===== config.mk =====
export PLATFORM = sky130hd
export DESIGN_NAME = pl0_alu
export DESIGN_NICKNAME = d
export VERILOG_FILES = /design/src/hw/rtl/pl0_pkg.sv /design/src/hw/rtl/pl0_alu.sv
export SDC_FILE = /design/constraint.sdc
export NUM_CORES = 2
export LEC_CHECK = 0
export ABC_AREA = 0
export BUFFER_PORTS_ARGS = -buffer_cell sky130_fd_sc_hd__buf_2
export CAP_MARGIN = 20
export CORE_MARGIN = 10
export CORE_UTILIZATION = 55
export DETAILED_ROUTE_END_ITERATION = 8
export PLACE_DENSITY_LB_ADDON = 0.05
export SLEW_MARGIN = 10
export SYNTH_ARGS = -nofsm -noshare
export SYNTH_HDL_FRONTEND = slang
export SYNTH_SLANG_ARGS = --single-unit

===== constraint.sdc =====
create_clock -name aclk -period 9.5 [get_ports aclk]
set_input_delay 1.9 -clock aclk [delete_from_list [all_inputs] [get_ports aclk]]
set_output_delay 1.9 -clock aclk [all_outputs]
set_load 0.01 [all_outputs]

===== src/hw/rtl/pl0_pkg.sv =====
package pl0_pkg;

    // Beat widths
    localparam int S_TDATA_W = 72;
    localparam int M_TDATA_W = 56;

    // Opcodes
    localparam logic [3:0] OP_LIT = 4'd1;
    localparam logic [3:0] OP_OPR = 4'd2;
    localparam logic [3:0] OP_LOD = 4'd3;
    localparam logic [3:0] OP_STO = 4'd4;
    localparam logic [3:0] OP_CAL = 4'd5;
    localparam logic [3:0] OP_INC = 4'd6;
    localparam logic [3:0] OP_JMP = 4'd7;
    localparam logic [3:0] OP_JPC = 4'd8;
    localparam logic [3:0] OP_SYS = 4'd9;

    // OPR / SYS sub-operations
    localparam logic [31:0] OPR_RTN   = 32'd0;
    localparam logic [31:0] OPR_LAST  = 32'd10;
    localparam logic [31:0] SYS_WRITE = 32'd1;
    localparam logic [31:0] SYS_READ  = 32'd2;
    localparam logic [31:0] SYS_HALT  = 32'd3;

    // Error codes
    localparam logic [1:0] ERR_NONE  = 2'd0;
    localparam logic [1:0] ERR_DIV0  = 2'd1;
    localparam logic [1:0] ERR_RANGE = 2'd2;

    typedef enum logic [3:0] {
        ALU_NONE = 4'd0,
        ALU_ADD  = 4'd1,
        ALU_SUB  = 4'd2,
        ALU_MUL  = 4'd3,
        ALU_DIV  = 4'd4,
        ALU_EQ   = 4'd5,
        ALU_NE   = 4'd6,
        ALU_LT   = 4'd7,
        ALU_LE   = 4'd8,
        ALU_GT   = 4'd9,
        ALU_GE   = 4'd10
    } alu_op_t;

    typedef struct packed {
        logic        start;
        alu_op_t     op;
        logic [31:0] a;
        logic [31:0] b;
    } alu_req_t;

    typedef struct packed {
        logic        done;
        logic [31:0] result;
    } alu_rsp_t;

    typedef enum logic [3:0] {
        KD_NOP, KD_LIT, KD_RTN, KD_ARITH, KD_LOD, KD_STO, KD_CAL,
        KD_INC, KD_JMP, KD_JPC, KD_SYSW, KD_SYSR, KD_SYSH, KD_HALTED
    } kind_t;

    typedef enum logic [3:0] {
        ST_IDLE, ST_WALK, ST_WALK_CAP, ST_RD_A, ST_CAP_A, ST_RD_B, ST_CAP_B,
        ST_ALU, ST_ALU_WAIT, ST_WCHECK, ST_WRITE, ST_COMMIT
    } state_t;

    function automatic alu_op_t alu_op_from_m(input logic [31:0] m);
        alu_op_t r;
        case (m[3:0])
            4'd1:    r = ALU_ADD;
            4'd2:    r = ALU_SUB;
            4'd3:    r = ALU_MUL;
            4'd4:    r = ALU_DIV;
            4'd5:    r = ALU_EQ;
            4'd6:    r = ALU_NE;
            4'd7:    r = ALU_LT;
            4'd8:    r = ALU_LE;
            4'd9:    r = ALU_GT;
            4'd10:   r = ALU_GE;
            default: r = ALU_NONE;
        endcase
        return r;
    endfunction

    function automatic kind_t decode_kind(input logic [3:0] op, input logic [31:0] m);
        kind_t k;
        case (op)
            OP_LIT: k = KD_LIT;
            OP_OPR: begin
                if (m == OPR_RTN)       k = KD_RTN;
                else if (m <= OPR_LAST) k = KD_ARITH;
                else                    k = KD_NOP;
            end
            OP_LOD: k = KD_LOD;
            OP_STO: k = KD_STO;
            OP_CAL: k = KD_CAL;
            OP_INC: k = KD_INC;
            OP_JMP: k = KD_JMP;
            OP_JPC: k = KD_JPC;
            OP_SYS: begin
                if (m == SYS_WRITE)     k = KD_SYSW;
                else if (m == SYS_READ) k = KD_SYSR;
                else if (m == SYS_HALT) k = KD_SYSH;
                else                    k = KD_NOP;
            end
            default: k = KD_NOP;
        endcase
        return k;
    endfunction

endpackage


===== src/hw/rtl/pl0_alu.sv =====
module pl0_alu import pl0_pkg::*; (
    input  logic     aclk,
    input  logic     aresetn,
    input  alu_req_t req,
    output alu_rsp_t rsp
);

    logic        busy_reg, busy_next;
    logic        done_reg, done_next;
    logic [4:0]  cnt_reg, cnt_next;
    logic [31:0] rem_reg, rem_next;
    logic [31:0] quo_reg, quo_next;
    logic [31:0] dvs_reg, dvs_next;
    logic        neg_reg, neg_next;
    logic [31:0] res_reg, res_next;

    logic signed [31:0] sa, sb;
    logic [32:0]        trial;
    logic [32:0]        diff;

    assign sa = $signed(req.a);
    assign sb = $signed(req.b);

    // Registered result for the other ops, or load and run of the restoring divider (one quotient bit a cycle)
    always_comb begin
        busy_next = busy_reg;
        done_next = 1'b0;
        cnt_next  = cnt_reg;
        rem_next  = rem_reg;
        quo_next  = quo_reg;
        dvs_next  = dvs_reg;
        neg_next  = neg_reg;
        res_next  = res_reg;
        trial     = {rem_reg, quo_reg[31]};
        diff      = trial - {1'b0, dvs_reg};

        if (busy_reg) begin
            quo_next = {quo_reg[30:0], ~diff[32]};
            rem_next = diff[32] ? trial[31:0] : diff[31:0];
            cnt_next = cnt_reg - 5'd1;
            if (cnt_reg == 5'd0) begin
                busy_next = 1'b0;
                done_next = 1'b1;
                res_next  = neg_reg ? (32'd0 - {quo_reg[30:0], ~diff[32]})
                                    : {quo_reg[30:0], ~diff[32]};
            end
        end else if (req.start) begin
            case (req.op)
                ALU_ADD: begin res_next = req.a + req.b;              done_next = 1'b1; end
                ALU_SUB: begin res_next = req.a - req.b;              done_next = 1'b1; end
                ALU_MUL: begin res_next = req.a * req.b;              done_next = 1'b1; end
                ALU_EQ:  begin res_next = {31'd0, sa == sb};          done_next = 1'b1; end
                ALU_NE:  begin res_next = {31'd0, sa != sb};          done_next = 1'b1; end
                ALU_LT:  begin res_next = {31'd0, sa <  sb};          done_next = 1'b1; end
                ALU_LE:  begin res_next = {31'd0, sa <= sb};          done_next = 1'b1; end
                ALU_GT:  begin res_next = {31'd0, sa >  sb};          done_next = 1'b1; end
                ALU_GE:  begin res_next = {31'd0, sa >= sb};          done_next = 1'b1; end
                ALU_DIV: begin
                    busy_next = 1'b1;
                    cnt_next  = 5'd31;
                    rem_next  = 32'd0;
                    quo_next  = req.a[31] ? 32'd0 - req.a : req.a;
                    dvs_next  = req.b[31] ? 32'd0 - req.b : req.b;
                    neg_next  = req.a[31] ^ req.b[31];
                end
                default: begin res_next = 32'd0; done_next = 1'b1; end
            endcase
        end
    end

    always_ff @(posedge aclk) begin
        if (!aresetn) begin
            busy_reg <= 1'b0;
            done_reg <= 1'b0;
        end else begin
            busy_reg <= busy_next;
            done_reg <= done_next;
        end
        cnt_reg <= cnt_next;
        rem_reg <= rem_next;
        quo_reg <= quo_next;
        dvs_reg <= dvs_next;
        neg_reg <= neg_next;
        res_reg <= res_next;
    end

    assign rsp.done   = done_reg;
    assign rsp.result = res_reg;

endmodule


==> summary.txt <==
Outcome
  – Status: complete, no violations

Setup path
  – Critical path data required time: 9.65 ns
  – Critical path startpoint category: input pin
  – CP Class: input pin to register
  – CP endpoint kind: register
  – Crit-path max FO: 13
  – R2R Setup Slk: between 4 and 5 ns
  – CP arrival: ~9.1 ns

Finish
  – Layout overhead on the synthesized area: 7.16%
  – Filler Cell Count: roughly 4600
  – Layout cells sized above 1: 0.0816
  – Most common cell after layout, fill and taps aside: inv_1
  – Commonest non-fill, non-tap cells in the layout: inv_1, fa_1, nand2_1
  – Nets: 4011

Drt
  – Drt first-iter violations: 2572
  – Drt total wl: approximately 100000 um
  – Routed len/inst: 25.6 um
  – Routed vias: 24600
  – TritonRoute pass-1 iters: 6
  – DRC Markers: 0
  – Vias per std cell: a little over 6
  – Routed Antenna Nets: 0

Global routing
  – Initial antenna violation count: 7
  – Gr ovfl total: 0
  – Number of global-route vias before repair: roughly 25000
  – First-pass GRT wire length: about 160000 um
  – Total track usage: 0.339
  – Pin count of the biggest net entering global routing: a little over 70

Yosys
  – Yosys top cell area share: 0.289
  – Synth Flop Type: edfxtp_1
  – Synthesized area: approximately 28000 um2
  – Register area share after synthesis: 0.143
  – Avg Cell Area, Syn: around 8.7 um2
  – Top post-synthesis cells by area: fa_1, edfxtp_1, ha_1
  – Number of synthesized flops with an enable pin: roughly 130
  – Post-synth cell types: 91
  – YS warnings: 0
  – Syn nets: 3974
  – Yosys top cell by area: fa_1
  – Asr flop ratio synth: 0
  – Synth Register Bits: approximately 140
  – Cells after synthesis: ~3300

Worst hold path
  – Worst Hold Class: register to register

Placement
  – IO Port Bufs: a little over 100
  – Post-DP HPWL: 82700 um
  – Gpl congestion: roughly 1

Timing
  – RSZ-0062 raised after global routing: no
  – Setup Viol. Count Final: 0
  – Sum Neg Setup Slack: 0 ns
  – Worst-Margin Slew: between 1 and 1.5 ns
  – Fin crit share: 0.937
  – Final hold viol count: 0
  – Slew Limit Fails: 0
  – Max Clock Skew: about 0.019 ns
  – Final Critical Period: 8.90 ns
  – Fmax: approximately 110 MHz
  – Slew HR: 0.329

CTS
  – Post-CTS Setup Inserts: 0
  – Clk buf depth: 2
  – Htree depth: 4
  – CTS Hold Bufs: 0
  – Post-CTS Resized: 0
  – Clk root buf: clkbuf_16
  – Clock sink count: 136
  – CTS Buf Count: 17
  – CTS tree: built
  – Worst-skew pair later-pin latency: 0.45 ns
  – Worst-path clk slew: approximately 0.060 ns

Floorplanning
  – Width of the die: between 200 and 250 um
  – Row cnt: between 80 and 90
  – Core area: a little over 50000 um2
  – IO Pins: 104
  – Die Area: just over 60000 um2
  – Die Ht: roughly 250 um
  – Starting Density: 0.555

Job
  – Number of max-cap violations: 0
==> layer usage <==
| metal | global-route usage | vias up | share of wire |
|---|---|---|---|
| met5 | 0 | - | 0.00013 |
| met4 | 0.127 | 4 | 0.040 |
| met3 | 0.0679 | 209 | 0.10 |
| met2 | 0.516 | 1369 | 0.44 |
| met1 | 0.471 | 12300 | 0.42 |
| li1 | - | 10700 | - |
==> layout make-up <==
| type | instances | area [um2] | area share |
|---|---|---|---|
| diodes | 6 | 15.0 | 0.000492 |
| clock buffers | 18 | 429 | 0.0141 |
| clock inverters | 14 | 149 | 0.00488 |
| inverters | 502 | 1880 | 0.0618 |
| multi-input cells | 2448 | 21800 | 0.715 |
| flip-flops and latches | 136 | 4070 | 0.133 |
| well taps | 680 | 851 | 0.0279 |
| repair buffers | 202 | 1290 | 0.0423 |
==> cells by family after synthesis <==
group	after synthesis	synth area share
flops	136	0.143
compound gates	582	0.137
mux	7	0.00246
xor+xnor	210	0.0653
simple gates	1016	0.175
buf+inv	686	0.0915
fa+ha+maj	633	0.387
==> cells in the mapped netlist, types with 15 or more instances <==
library cell,n
ha_1,222
nor3_1,40
xnor2_1,143
xor2_1,66
o21bai_1,17
or3_1,17
nand2_1,385
nor2b_1,15
and2_1,263
nand4_1,18
o22ai_1,25
a21o_1,33
a211oi_1,24
clkbuf_1,159
nand3_1,26
o31ai_1,30
a221oi_1,15
a21oi_1,143
and3_1,20
fa_1,411
a31oi_1,19
o41ai_1,19
o21ai_0,119
nand2b_1,30
edfxtp_1,134
o21a_1,21
nor2_1,157
inv_1,498
==> critical path, cell delays in order <==
cell and delay, ns:
buf_2 0.34, buf_4 0.34, and2_1 0.20, fa_1 0.43
inv_1 0.08, fa_1 0.43, fa_1 0.50, fa_1 0.55
inv_1 0.04, ha_1 0.27, ha_1 0.30, fa_1 0.54
fa_1 0.46, ha_1 0.37, nand2_1 0.07, o21ai_0 0.35
buf_4 0.21, nand2_1 0.07, nand3b_1 0.13, a21o_1 0.15
a21oi_1 0.08, xnor2_1 0.26, nor2_1 0.08, a221oi_1 0.57
buf_4 0.21, o22ai_1 0.08
==> final timing paths <==
kind               startpoint           to  cells past startpoint
hold reg to reg    cnt_reg[4]   cnt_reg[4]                      2
hold / removal     cnt_reg[4]   cnt_reg[4]                      2
setup / recovery      req[42]  res_reg[19]                     26
setup reg to reg  quo_reg[31]  res_reg[30]                     21
==> per-stage QoR <==
step | instance area (um2) | setup slack, ns | instances | hold slack (ns) | util
6_report | 30500 | 0.598 | 4006 | 0.597 | 0.595
5_1_grt | 30500 | 0.307 | 4000 | 0.628 | 0.594
4_1_cts | 30500 | 0.755 | 3999 | 0.597 | 0.594
3_3_place_gp | 29900 | 0.374 | 3967 | 0.570 | 0.583
2_1_floorplan | 28500 | 0.692 | 3270 | 0.546 | -
3_5_place_dp | 29900 | 0.312 | 3967 | 0.575 | 0.583
Power is not shown: default switching activity piles up to over one toggle a cycle in this logic, so the estimate is an artifact.
